### src/sorted_alarm_deadline_queue_assert.svh
// assertion macros used by the top level alarm queue module
// no dependencies; define NO_ASSERTIONS to drop every check
`ifndef SORTED_ALARM_DEADLINE_QUEUE_ASSERT_SVH
`define SORTED_ALARM_DEADLINE_QUEUE_ASSERT_SVH
`ifndef NO_ASSERTIONS
`define SADQ_ASSERT_IMP(label, clk, rst_n, ante, cons) \
    label: assert property (@(posedge clk) disable iff (!rst_n) (ante) |-> (cons)) \
        else $error("assertion failed");
`define SADQ_ASSERT_NXT(label, clk, rst_n, ante, cons) \
    label: assert property (@(posedge clk) disable iff (!rst_n) (ante) |=> (cons)) \
        else $error("assertion failed");
`else
`define SADQ_ASSERT_IMP(label, clk, rst_n, ante, cons)
`define SADQ_ASSERT_NXT(label, clk, rst_n, ante, cons)
`endif
`endif

### src/sadq_div.sv
// serial restoring divider: ceil(delay * units / quantum) in ticks
// depends on sadq_pkg only through its users; no package items used here
module sadq_div (
    input  logic        clk,
    input  logic        rst_n,
    input  logic        start,
    input  logic [15:0] delay,
    input  logic [31:0] units,
    input  logic [31:0] quantum,
    output logic        done,
    output logic [47:0] ticks
);
    logic [47:0] prod_reg, prod_next;
    logic [47:0] quo_reg, quo_next;
    logic [32:0] rem_reg, rem_next;
    logic [31:0] q_reg, q_next;
    logic [5:0]  cnt_reg, cnt_next;
    logic        busy_reg, busy_next;
    logic        done_reg, done_next;
    logic [32:0] trial;

    // one quotient bit per cycle
    always_comb
    begin
        prod_next = prod_reg;
        quo_next  = quo_reg;
        rem_next  = rem_reg;
        q_next    = q_reg;
        cnt_next  = cnt_reg;
        busy_next = busy_reg;
        done_next = 1'b0;
        trial     = {rem_reg[31:0], prod_reg[47]};
        if (start)
        begin
            prod_next = {16'd0, 32'd0} | (48'(delay) * 48'(units));
            q_next    = (quantum == 32'd0) ? 32'd1 : quantum;
            rem_next  = '0;
            quo_next  = '0;
            cnt_next  = 6'd48;
            busy_next = 1'b1;
        end
        else if (busy_reg)
        begin
            prod_next = {prod_reg[46:0], 1'b0};
            if (trial >= {1'b0, q_reg})
            begin
                rem_next = trial - {1'b0, q_reg};
                quo_next = {quo_reg[46:0], 1'b1};
            end
            else
            begin
                rem_next = trial;
                quo_next = {quo_reg[46:0], 1'b0};
            end
            cnt_next = cnt_reg - 6'd1;
            if (cnt_reg == 6'd1)
            begin
                busy_next = 1'b0;
                done_next = 1'b1;
            end
        end
    end

    always_ff @(posedge clk or negedge rst_n)
    begin
        if (!rst_n)
        begin
            busy_reg <= 1'b0;
            done_reg <= 1'b0;
            cnt_reg  <= '0;
        end
        else
        begin
            busy_reg <= busy_next;
            done_reg <= done_next;
            cnt_reg  <= cnt_next;
        end
    end

    always_ff @(posedge clk)
    begin
        prod_reg <= prod_next;
        quo_reg  <= quo_next;
        rem_reg  <= rem_next;
        q_reg    <= q_next;
    end

    assign done  = done_reg;
    assign ticks = quo_reg + ((rem_reg != 33'd0) ? 48'd1 : 48'd0);
endmodule

### config.mk
export PLATFORM = sky130hd
export DESIGN_NAME = sadq_div
export DESIGN_NICKNAME = d
export VERILOG_FILES = /design/src/sorted_alarm_deadline_queue_assert.svh /design/src/sadq_div.sv
export SDC_FILE = /design/constraint.sdc
export NUM_CORES = 2
export LEC_CHECK = 0
export BUFFER_PORTS_ARGS = -buffer_cell sky130_fd_sc_hd__buf_4
export CAP_MARGIN = 10
export CORE_MARGIN = 3
export CORE_UTILIZATION = 45
export DETAILED_ROUTE_END_ITERATION = 8
export GPL_TIMING_DRIVEN = 0
export PLACE_DENSITY_LB_ADDON = 0.08
export SETUP_SLACK_MARGIN = 0.1
export SYNTH_ARGS = -nofsm -noshare
export SYNTH_HDL_FRONTEND = slang
export SYNTH_SLANG_ARGS = --single-unit
export TNS_END_PERCENT = 50
### constraint.sdc
create_clock -name clk -period 3.2 [get_ports clk]
set_input_delay 0.32 -clock clk [delete_from_list [all_inputs] [get_ports clk]]
set_output_delay 0.32 -clock clk [all_outputs]
set_load 0.01 [all_outputs]
After elaboration in Yosys (flattened, before gate mapping):

Cells that the tools add are included.

* add/subtract/negate cells: 3
* $mul: 1
* order comparisons: 1
* equal/unequal tests: 1
* multiplexer cells: 13
* reductions and logical operators: 3

Operators by type and width (number)
* $mux 48: 2
* $add 48x1->48: 1
* $mul 16x32->48: 1
* $ge 33x32->1: 1
* $mux 33: 1
* $reduce_bool 33->1: 1
* $sub 33x32->33: 1
* $logic_not 32->1: 1
* $mux 6: 2
* $mux 1: 8
* $eq 6x1->1 const B: 1
* $sub 6x1->6 const B: 1
* $reduce_bool 2->1: 1

* flip-flop bits (word level): 169
* input bits: 83
* output and inout bits: 49
* logic and storage cells: 29

Longest topological paths before layout:

* depth in word-level cells: 4
* depth in mapped cells: 24
* depth with buffers taken out: 23

Worst setup path after synthesis:

No wires, ideal clock.

* path type: input to register
* start: input port units[11]
* end: register prod_reg[39], data pin
* library setup time: 0.260 ns
* arrival time: 5.805 ns
* data required time: 2.940 ns
* path slack: -2.865 ns
* cell stages on the path: 22
* buffers on the path: 2
* cell sequence: clkbuf_1 -> nand2_1 -> fa_1 -> fa_1 -> fa_1 -> inv_1 -> fa_1 -> fa_1 -> inv_1 -> fa_1 -> inv_1 -> ha_1 -> clkbuf_1 -> nand2_1 -> nor2_1 -> a211oi_2 -> o21ai_2 -> o41a_1 -> a21o_1 -> a31oi_1 -> xnor2_1 -> mux2_2

* cells in the longest elaborated chain, start to end: 2

RTL lines
* start, declared: RTL line sadq_div.sv:8 `input logic [31:0] units,`
* $mul 16x32->48: RTL line sadq_div.sv:35 `prod_next = {16'd0, 32'd0} | (48'(delay) * 48'(units));`
* $mux 48: RTL line sadq_div.sv:33 `if (start)`
* net prod_next[39]: RTL line sadq_div.sv:13 `logic [47:0] prod_reg, prod_next;`
* end signal, assigned: RTL line sadq_div.sv:82 `prod_reg <= prod_next;`
* end, declared: RTL line sadq_div.sv:13

The timed path passes the listed nets, and every way through them passes these cells.
A chain may end at the register's enable or synchronous reset.

Worst setup path after layout:

* start: input port units[7]
* end: register prod_reg[32], data pin

Same word-level chain as after synthesis.

==> impl_metrics.json <==
{
  "status": "finished with violations",
  "violations": "negative setup slack",
  "syn_nets": 3516,
  "grt-busiest-layer": "met2",
  "syn_to_final_growth_pct": 23.7,
  "whs_ns": 0.140,
  "finalCoreUtilization": 0.569,
  "pin_count": 132,
  "setup_viol": 62,
  "fmax_mhz": 165,
  "rr_startpoint": "rem_reg[9]",
  "r2r-end": "rem_reg[28]",
  "synth.avg_cell_area_um2": 8.95,
  "cts_root_buf": "clkbuf_16",
  "critPathTopFamily": "adder cells",
  "synth_top_area_share": 0.328,
  "rsz0062_at_grt": "yes",
  "core-area_um2": 55600,
  "grtUsageMet2": 0.423,
  "drc": 0,
  "num-nets-final": 3777,
  "synth_edf_count": 80,
  "dp_hpwl_mm": 60.1,
  "yosysSeqAreaShare": 0.165,
  "numCtsBuffers": 17,
  "yosysMostFrequentCell": "inv_1",
  "max_cap_viol_count": 0,
  "grt_pass1_vias": 21300,
  "yosys-top-cells-area": "fa_1 33%, edfxtp_1 9.4%, ha_1 7.6%",
  "whs_path_depth": 2,
  "ff2ff_path_depth": 11,
  "antenna_left": 0,
  "start_kind": "input pin",
  "drive_gt1_frac": 0.224,
  "drtIter0Drc": 1003,
  "preCtsSetupSlack_ns": -3.92,
  "diodes": 0,
  "fin_ws_ns": -2.88,
  "synthCells": 2858,
  "clk_pin_slew_ns": 0.07,
  "placed_area_um2": 28000,
  "grt_usage": 0.253,
  "cp.required_ns": 3.38,
  "synthesis.area_um2": 25600,
  "async_flop_share": 0.0473,
  "cp_max_fo": 7,
  "clk_path_buf_depth": 2,
  "worst_pin_slew_ns": 0.899,
  "grt_pass1_wl_mm": 118,
  "skew_ns": 0.00940,
  "synth_ff_type": "dfxtp_1",
  "ys_seq_elements": 169,
  "clock-sinks": 169,
  "drt_wl_total_mm": 74.4,
  "crit_type": "in2reg",
  "dieHeight_um": 244,
  "finalInstanceArea_um2": 31600,
  "die_area_um2": 59700,
  "cts_tree": "yes",
  "critPathMaxStageDelay_ns": 0.57,
  "synthTopCellsByCount": "493 x inv_1, 424 x nand2_1, 419 x fa_1, 215 x and2_1, 156 x ha_1",
  "firstDrtPassIters": 5,
  "reg2reg_setup_slack_ns": 0.11,
  "hold_viol_final": 0,
  "synth_warnings": 0,
  "arrival_ns": 6.26,
  "portBuffers": 131,
  "via_per_inst": 5.21,
  "post-route-min-period_ns": 6.08,
  "hp-start": "quantum[1]",
  "initial_core_util": 0.460,
  "hold_path_end": "q_reg[1]",
  "use_met3": 0.0387,
  "wl_per_cell_um": 19.2,
  "finalCritPeriodShare": 1.90,
  "vias": 20200,
  "grt_max_degree": 34,
  "met1_usage": 0.336,
  "synthDistinctLibCells": 76,
  "path_buf_inv": 9,
  "slew_headroom": 0.401,
  "die_x_um": 244,
  "critical-path-slowest-cell": "fa_2",
  "row_count": 86,
  "min_path_type": "in2reg",
  "h-tree-depth": 4,
  "gp_congestion": 0.904,
  "insertion_delay_ns": 0.44,
  "cpMostUsedCell": "fa_1",
  "slew_violations": 0,
  "grt_overflow_total": 0,
  "critPathCaptureType": "register",
  "antenna_found_initial": 1,
  "synth_area_leader_cell": "fa_1"
}
## cell type report
| cell class | count | area, um2 |
|---|---|---|
| plain buffers | 169 | 1550 |
| flip-flops and latches | 169 | 4250 |
| multi-input cells | 2025 | 20300 |
| well taps | 748 | 936 |
| clock inverters | 12 | 141 |
| inverters | 494 | 1850 |
| clock buffers | 20 | 457 |
| repair buffers | 243 | 2130 |
| fillers | 4990 | 24000 |
## worst max path at each step
stage,cells after the start,slack [ns],to,start
6_report,25,-2.88,prod_reg[32],units[7]
5_1_grt,25,-2.97,prod_reg[40],delay[6]
2_1_floorplan,23,-2.69,prod_reg[39],delay[4]
3_5_place_dp,22,-3.92,prod_reg[32],delay[14]
4_1_cts,24,-2.81,prod_reg[43],delay[5]
3_3_place_gp,22,-3.91,prod_reg[32],delay[14]
## placed cells by master, fill, tap and decap left out, types with 61 or more instances in the layout
cell type / count
inv_1: 463
edfxtp_1: 80
dfxtp_1: 61
buf_4: 193
fa_1: 395
nor2_1: 124
nand2_1: 394
and2_1: 193
ha_1: 128
clkbuf_1: 68
## metal layers
layer | vias up | routed length (um) | part of all wire
li1 | 9469 | - | -
met1 | 10100 | 32100 | 0.43
met2 | 564 | 35500 | 0.48
met3 | 120 | 3970 | 0.053
met4 | 2 | 2870 | 0.039
met5 | - | 12 | 0.00016
## logic make-up (layout without fill, tap and decap cells)
| family | count (synthesis) | count (layout) | synth area share |
|---|---|---|---|
| multiplexers | 97 | 97 | 0.0398 |
| AO/OA/AOI/OAI | 286 | 286 | 0.0754 |
| XOR/XNOR | 121 | 121 | 0.0414 |
| adder cells (fa/ha/maj) | 575 | 575 | 0.404 |
| AND/OR/NAND/NOR | 946 | 946 | 0.176 |
| flip-flops | 169 | 169 | 0.165 |
| buffers and inverters | 664 | 938 | 0.0985 |
## stage by stage
| step | setup TNS [ns] | std cells |
|---|---|---|
| final | -99.66 | 3880 |
| after global routing | -108.94 | 3880 |
| after CTS | -98.21 | 3840 |
| after detailed placement | -144.80 | 3738 |
| after global placement | -176.38 | 3737 |
| after floorplan | -89.90 | 2858 |
## timing repair
item | CTS | global route
buffers inserted | 68 | 50
hold buffers | 1 | 0
setup endpoints to repair | 98 | 114
endpoints found under the hold margin | 8 | 0
pin swaps | 125 | 145
cloned | 3 | 0
gates resized for setup | 339 | 207
Power is not shown: default switching activity piles up to over one toggle a cycle in this logic, so the estimate is an artifact.
