### src/sorted_alarm_deadline_queue_assert.svh
// assertion macros used by the top level alarm queue module
// no dependencies; define NO_ASSERTIONS to drop every check
`ifndef SORTED_ALARM_DEADLINE_QUEUE_ASSERT_SVH
`define SORTED_ALARM_DEADLINE_QUEUE_ASSERT_SVH
`ifndef NO_ASSERTIONS
`define SADQ_ASSERT_IMP(label, clk, rst_n, ante, cons) \
    label: assert property (@(posedge clk) disable iff (!rst_n) (ante) |-> (cons)) \
        else $error("assertion failed");
`define SADQ_ASSERT_NXT(label, clk, rst_n, ante, cons) \
    label: assert property (@(posedge clk) disable iff (!rst_n) (ante) |=> (cons)) \
        else $error("assertion failed");
`else
`define SADQ_ASSERT_IMP(label, clk, rst_n, ante, cons)
`define SADQ_ASSERT_NXT(label, clk, rst_n, ante, cons)
`endif
`endif

### src/sadq_pkg.sv
// shared types and codes for the sorted alarm deadline queue
// no dependencies
package sadq_pkg;
    localparam logic [1:0] CMD_REGISTER   = 2'd0;
    localparam logic [1:0] CMD_DEREGISTER = 2'd1;
    localparam logic [1:0] CMD_RING       = 2'd2;

    localparam logic [1:0] ST_OK        = 2'd0;
    localparam logic [1:0] ST_NOT_FOUND = 2'd1;
    localparam logic [1:0] ST_EMPTY     = 2'd2;
    localparam logic [1:0] ST_FULL      = 2'd3;

    localparam logic [1:0] OP_HOLD   = 2'd0;
    localparam logic [1:0] OP_INSERT = 2'd1;
    localparam logic [1:0] OP_REMOVE = 2'd2;

    localparam logic [31:0] QUANTUM_RESET = 32'd100000;
    localparam logic [31:0] UPMS_RESET    = 32'd1000;

    // command broadcast to every cell of the chain
    typedef struct packed {
        logic [1:0]  op;
        logic [31:0] deadline;
        logic        match_handle;
    } cell_cmd_t;
endpackage

### src/sadq_cell.sv
// one slot of the sorted chain: holds deadline, tag and handle
// depends on sadq_pkg for the cell command struct
module sadq_cell #(
    parameter int TAG_WIDTH = 32,
    parameter int HW        = 4
) (
    input  logic                  clk,
    input  logic                  rst_n,
    input  sadq_pkg::cell_cmd_t   cmd,
    input  logic [HW-1:0]         new_handle,
    input  logic [TAG_WIDTH-1:0]  new_tag,
    // left neighbor, toward the head
    input  logic                  left_valid,
    input  logic                  left_ins,
    input  logic                  left_rm,
    input  logic [31:0]           left_deadline,
    input  logic [TAG_WIDTH-1:0]  left_tag,
    input  logic [HW-1:0]         left_handle,
    // right neighbor, toward the tail
    input  logic                  right_valid,
    input  logic [31:0]           right_deadline,
    input  logic [TAG_WIDTH-1:0]  right_tag,
    input  logic [HW-1:0]         right_handle,
    output logic                  valid,
    output logic                  ins,
    output logic                  rm,
    output logic [31:0]           deadline,
    output logic [TAG_WIDTH-1:0]  tag,
    output logic [HW-1:0]         handle
);
    logic                 valid_reg, valid_next;
    logic [31:0]          dl_reg, dl_next;
    logic [TAG_WIDTH-1:0] tag_reg, tag_next;
    logic [HW-1:0]        hd_reg, hd_next;
    logic                 here_ge, here_hit;

    // insert point is the first valid cell with deadline >= new, or first empty
    assign here_ge  = !valid_reg || (dl_reg >= cmd.deadline);
    assign ins      = left_ins || here_ge;
    assign here_hit = valid_reg && (cmd.match_handle ? (hd_reg == new_handle) : 1'b1);
    assign rm       = left_rm || here_hit;

    always_comb
    begin
        valid_next = valid_reg;
        dl_next    = dl_reg;
        tag_next   = tag_reg;
        hd_next    = hd_reg;
        case (cmd.op)
            sadq_pkg::OP_INSERT:
            begin
                if (left_ins)
                begin
                    valid_next = left_valid;
                    dl_next    = left_deadline;
                    tag_next   = left_tag;
                    hd_next    = left_handle;
                end
                else if (here_ge)
                begin
                    valid_next = 1'b1;
                    dl_next    = cmd.deadline;
                    tag_next   = new_tag;
                    hd_next    = new_handle;
                end
            end
            sadq_pkg::OP_REMOVE:
            begin
                if (rm)
                begin
                    valid_next = right_valid;
                    dl_next    = right_deadline;
                    tag_next   = right_tag;
                    hd_next    = right_handle;
                end
            end
            default:
            begin
            end
        endcase
    end

    always_ff @(posedge clk or negedge rst_n)
    begin
        if (!rst_n)
            valid_reg <= 1'b0;
        else
            valid_reg <= valid_next;
    end

    always_ff @(posedge clk)
    begin
        dl_reg  <= dl_next;
        tag_reg <= tag_next;
        hd_reg  <= hd_next;
    end

    assign valid    = valid_reg;
    assign deadline = dl_reg;
    assign tag      = tag_reg;
    assign handle   = hd_reg;
endmodule

### config.mk
export PLATFORM = sky130hd
export DESIGN_NAME = sadq_cell
export DESIGN_NICKNAME = d
export VERILOG_FILES = /design/src/sorted_alarm_deadline_queue_assert.svh /design/src/sadq_pkg.sv /design/src/sadq_cell.sv
export SDC_FILE = /design/constraint.sdc
export NUM_CORES = 1
export LEC_CHECK = 0
export BUFFER_PORTS_ARGS = -buffer_cell sky130_fd_sc_hd__clkbuf_2
export CAP_MARGIN = 20
export CORE_ASPECT_RATIO = 1.75
export CORE_MARGIN = 3
export CORE_UTILIZATION = 37
export DETAILED_ROUTE_END_ITERATION = 8
export PLACE_DENSITY = 0.81
export SYNTH_ARGS = -nofsm -noshare
export SYNTH_HDL_FRONTEND = slang
export SYNTH_SLANG_ARGS = --single-unit
### constraint.sdc
create_clock -name clk -period 5.59 [get_ports clk]
set_input_delay 0.559 -clock clk [delete_from_list [all_inputs] [get_ports clk]]
set_output_delay 0.559 -clock clk [all_outputs]
set_load 0.005 [all_outputs]
Word level (Yosys, flattened, before mapping)

Cells that the tools add are included.

Bits of input ports: 213
Output and inout port bits: 71
Register bits after elaboration: 69
Logic and storage cells: 34

Reduce and logical (&&, ||, !) cells: 7
Eq/ne operators: 5
$lt $le $gt $ge: 1
Multiplexer cells: 17

Operators with widths:

| cell                                                                   | number |
|---|---|
| 32-bit two-way mux                                                     | 6 |
| 32-bit case mux with 2 select lines                                    | 2 |
| 32-bit >= comparator                                                   | 1 |
| 4-bit two-way mux                                                      | 3 |
| 4-bit case mux with 2 select lines                                     | 1 |
| 4-bit equality test                                                    | 1 |
| 1-bit two-way mux                                                      | 4 |
| 1-bit logical OR                                                       | 3 |
| 3-bit != test (second input constant)                                  | 1 |
| 3-bit AND reduction                                                    | 1 |
| 2-bit by 1-bit equality test with 1-bit output (second input constant) | 1 |
| 2-bit equality test (second input constant)                            | 1 |
| 2-bit != test (second input constant)                                  | 1 |
| 1-bit case mux with 2 select lines                                     | 1 |
| 2-bit nonzero test                                                     | 1 |
| 1-bit logical AND                                                      | 1 |
| 1-bit zero test                                                        | 1 |

Logic depth before layout (Yosys ltp)

Depth in word-level cells: 6
Mapped depth: 8
Mapped depth without buffers: 8

Worst setup path before layout

OpenSTA, ideal clock, no wires.

Kind: input port to flip-flop
From: in cmd[24] (netlist name)
To: reg valid_reg, in the netlist valid
Data required time: 5464 ps
Buffers on the path: 0
Stages on the path: 8
Arrival time: 2736 ps
Path slack: 2728 ps
Path through: inv_1 ha_1 nand4_1 nor3_1 a22oi_2 o21ai_1 a221o_2 mux2_4

Cells in the longest elaborated chain, start to end: 4

Ends and longest elaborated chain:

| what                          | line            | RTL |
|---|---|---|
| from (decl)                   | sadq_cell.sv:9  | `input sadq_pkg::cell_cmd_t cmd,` |
| 32-bit >= comparator          | sadq_cell.sv:38 | `assign here_ge = !valid_reg \|\| (dl_reg >= cmd.deadline);` |
| 1-bit logical OR              | sadq_cell.sv:38 |  |
| 3-bit != test (no line)       | --              |  |
| 3-bit AND reduction (no line) | --              |  |
| to (signal assigned)          | sadq_cell.sv:88 | `valid_reg <= valid_next;` |
| to (decl)                     | sadq_cell.sv:31 | `logic valid_reg, valid_next;` |

No other way between the ends.
A chain may end at the register's enable or synchronous reset.

Final worst setup path

From: reg dl_reg[21], in the netlist deadline[21]
To: reg valid_reg, in the netlist valid

Cells in the longest elaborated chain, start to end: 4

Ends and longest elaborated chain:

| what                          | line            | RTL |
|---|---|---|
| from (decl)                   | sadq_cell.sv:32 | `logic [31:0] dl_reg, dl_next;` |
| from (signal assigned)        | sadq_cell.sv:93 | `dl_reg <= dl_next;` |
| 32-bit >= comparator          | sadq_cell.sv:38 |  |
| 1-bit logical OR              | sadq_cell.sv:38 |  |
| 3-bit != test (no line)       | --              |  |
| 3-bit AND reduction (no line) | --              |  |

No other way between the ends.

==> results.txt <==
The cell area power density is 254.9 mW/mm^2. The post-cts hold buffer count came out at 1. The required time of the worst setup path came out at 5.79 ns. Walking the worst path, the cells encountered are ha_1 -> nand4_1 -> nor2_1 -> nand2_1 -> o21ai_1 -> a221o_4 -> mux2_4.

TritonCTS built the clock tree. The first-pass GRT wire length came out at 19390 um. The portion of the clock cycle consumed by the worst path in the final layout came out at 50.12%. The fraction of post-synthesis cell area in the top cell type by area came out at 46.46%. The buffer and inverter count on the worst path came out at 0.

The overflow left after global routing came out at 0. Summing all placed instances gives a cell area of 0.005906 sq mm. The area of the multi-input gates is 0.002108 sq mm. The final-layout fill cell count came out at 1051. The summed instance area of the synthesized netlist is 0.004395 sq mm. Entering global routing, the biggest net connects 113 pins. The remaining antenna violation count after routing is 0.

The weighted congestion reported at the end of routability-driven placement is 0.8245. Detailed routing inserted a total of 4094 vias. The aggregate routed wire length is 12900 um. The portion of the post-synthesis area used by sequential elements came out at 47.03%. Setup repair after global routing left no endpoint under its margin. The clock passes through at most 2 buffers. The highest clock frequency the design can meet came out at 357.0 MHz. The number of register bits inferred by synthesis came out at 69. The actual transition at the worst max-transition pin is 0.9339 ns. The cell type with the highest aggregate area in the netlist is edfxtp_1.

The final HPWL from detailed placement came out at 10630 um. During I/O placement, the number of pins put on the boundary was 284. On the critical path, the stage with the largest delay is an instance of a221o_4. The worst clock skew on the final layout came out at 0.006577 ns. The met2 routed wirelength is 6718 um. The worst hold-check path type is in2reg. The number of antenna violations at the first check in global routing came out at 0. The total of warnings raised by yosys came out at 0. The clock period could shrink to 2.801 ns. The startpoint type of the worst setup path is a register. The design draws 1.586 mW. The total routing usage reported by global routing is 18.99%. The diode insertion count for antenna repair is 0. The count of maximum capacitance violations is 0. The number of levels in the clock H-tree came out at 3.

The area growth from synthesis to layout is 41.56%. The area of all placed cells without fillers is 0.006222 sq mm. The distinct cell type count after synthesis came out at 31. The number of rows created at floorplan came out at 52. The number of buffers inserted during clock tree synthesis is 9. The count of mapped cells out of synthesis is 432.

After clock tree synthesis, the clock-pin slew on the worst setup and hold paths is 0.06 ns. The kind of cell with the highest combined delay along the critical path is compound AO/OA/AOI/OAI gates. The kind of capture point of the worst setup path is a register.

The starting density of the core is 37.95%. The worst vdd rail ir drop is 0.1689 mV. The die height came out at 150.2 um. The number of cells upsized or downsized after cts came out at 0.

The synthesized area per cell came out at 10.17 sq um. The CTS root buffer is clkbuf_16. The via count of the first global-routing pass is 4132. The sequential cells in the finished layout cover a total of 0.002067 sq mm.

The largest incremental delay on the critical path came out at 0.81 ns. The cell leakage power came out at 3.146 nW. The first detailed-routing pass took 4 iterations. When the netlist entered floorplanning its net count stood at 677.

The number of setup buffers added after CTS came out at 0. The final net count is 951. The flow ran to the end, and the final reports show no timing, DRC or antenna violations.

Setup total negative slack on the finished layout was measured at 0 ns. Ranked by total cell area, the synthesized netlist is headed by edfxtp_1 (46%), mux2i_1 (15%), ha_1 (9.1%). The ratio of cells with drive above 1 in the final layout is 42.90%.

The number of setup violations in the final report is 0. The final hold violation count is 0. The die extent in x is 88.39 um.

The worst endpoint data arrival time is 3.00 ns. The normalized max-slew margin came out at 37.74%. After detailed routing, the average wire length per cell comes to 15.24 um. The first routing iteration left 122 violations. Dividing the detail-routed via count by the number of cells gives 4.839. The met1 wire length is 4826 um.

The clock reaches the later pin of the worst-skew pair after 0.32 ns. The number of port buffers is 283. The total count of max-transition violations in the final report came out at 0. The detailed-route DRC error count came out at 0. The total number of clock tree sinks came out at 69. The top fanout value on the critical path is 69. The start-to-end type of the worst setup path is reg2reg. The highest layer touched by signal routing is met4.

The routed design uses 891 um of met3 wire. The core box area came out at 0.01158 sq mm. The floorplan step defined a die boundary enclosing 0.01327 sq mm.
-- where the power goes --
group / internal, mW / leakage [nW] / total [mW] / switching, mW
combinational: 0.159 / 2.33 / 0.333 / 0.174
clock: 0.386 / 0.151 / 0.590 / 0.204
sequential: 0.641 / 0.664 / 0.664 / 0.0231
-- final timing paths --
check                      slack, ns              startpoint  cells past startpoint                end
setup reg to reg                2.79  deadline[21]$_DFFE_PP_                      7  valid$_DFFE_PN0P_
hold / removal                  0.51           right_tag[23]                      3  tag[23]$_DFFE_PP_
min in group asynchronous       0.55                   rst_n                      2  valid$_DFFE_PN0P_
max in group asynchronous       4.96                   rst_n                      2  valid$_DFFE_PN0P_
hold reg to reg                 0.60       valid$_DFFE_PN0P_                      1  valid$_DFFE_PN0P_
setup / recovery                2.79  deadline[21]$_DFFE_PP_                      7  valid$_DFFE_PN0P_
-- worst min-delay path: cells and delay by family --
family	cells	cell delay, ns
buf+inv	1	0.07
compound gates	1	0.06
simple gates	1	0.03
-- through the flow --
step                instances  hold slack [ns]  worst slack [ns]  util (%)
finish                    846           0.5132             2.789     53.73
global route              846           0.5093             2.498     53.73
global placement          829           0.3360             2.438     50.99
CTS                       846           0.4961             2.660     53.73
floorplan                 432           0.2634             2.728         -
detailed placement        829           0.3374             2.370     50.99
-- cell families (layout without fill, tap and decap cells) --
logic type                 after synthesis  after routing  share of synthesized area [%]
AOI/OAI and AO/OA                      102            102                          12.58
xor gates and xnor gates                 4              4                         0.7970
adders and majority gates               32             32                          9.109
buffers and inverters                   57            336                          5.237
DFF                                     69             69                          47.03
muxes                                   69             69                          15.83
and+or+nand+nor                         99             99                          9.422
-- per-layer routing --
layer  up-vias  GRT usage, %
li1       2099             -
met1      1770         20.58
met4         0         8.472
met5         -             0
met2       188         33.70
met3        37         5.148
-- cells in the mapped netlist --
| cell type | count |
|---|---|
| a211oi_2 | 2 |
| a21boi_1 | 1 |
| a21oi_1 | 16 |
| a221o_2 | 1 |
| a22oi_1 | 1 |
| a22oi_2 | 1 |
| and2b_2 | 1 |
| buf_1 | 2 |
| buf_2 | 5 |
| clkbuf_1 | 15 |
| clkbuf_8 | 1 |
| dfrtp_1 | 1 |
| edfxtp_1 | 68 |
| ha_1 | 32 |
| inv_1 | 34 |
| mux2_4 | 1 |
| mux2i_1 | 68 |
| nand2_1 | 80 |
| nand3_1 | 1 |
| nand4_1 | 5 |
| nor2_1 | 4 |
| nor2b_1 | 2 |
| nor2b_4 | 1 |
| nor3_1 | 4 |
| o211ai_1 | 1 |
| o21ai_0 | 73 |
| o21ai_1 | 4 |
| o31ai_1 | 1 |
| o41ai_1 | 1 |
| or2b_1 | 1 |
| xor2_1 | 4 |
-- area by class of cell --
class | instances | share of cell area (%)
multi-input cells | 306 | 33.88
flip-flops and latches | 69 | 33.22
repair buffers | 286 | 23.21
clock buffers | 10 | 3.680
well taps | 135 | 2.715
inverters | 34 | 2.051
clock inverters | 6 | 1.247
-- placed cells by master, fill, tap and decap left out, types with 2 or more instances in the layout --
master     netlist  layout
bufinv_16        0       2
edfxtp_1        68      68
clkbuf_2         0     282
a211oi_2         2       2
clkinv_1         0       2
nor2_1           4       4
nor2b_1          2       2
o21ai_1          4       4
nand4_1          5       5
mux2i_1         68      68
inv_1           34      34
a21oi_1         16      16
ha_1            32      32
o21ai_0         73      73
clkinv_2         0       2
buf_4            0       3
xor2_1           4       4
nor3_1           4       4
clkbuf_16        0       9
nand2_1         80      80
Power figures use the tool's default switching activity.
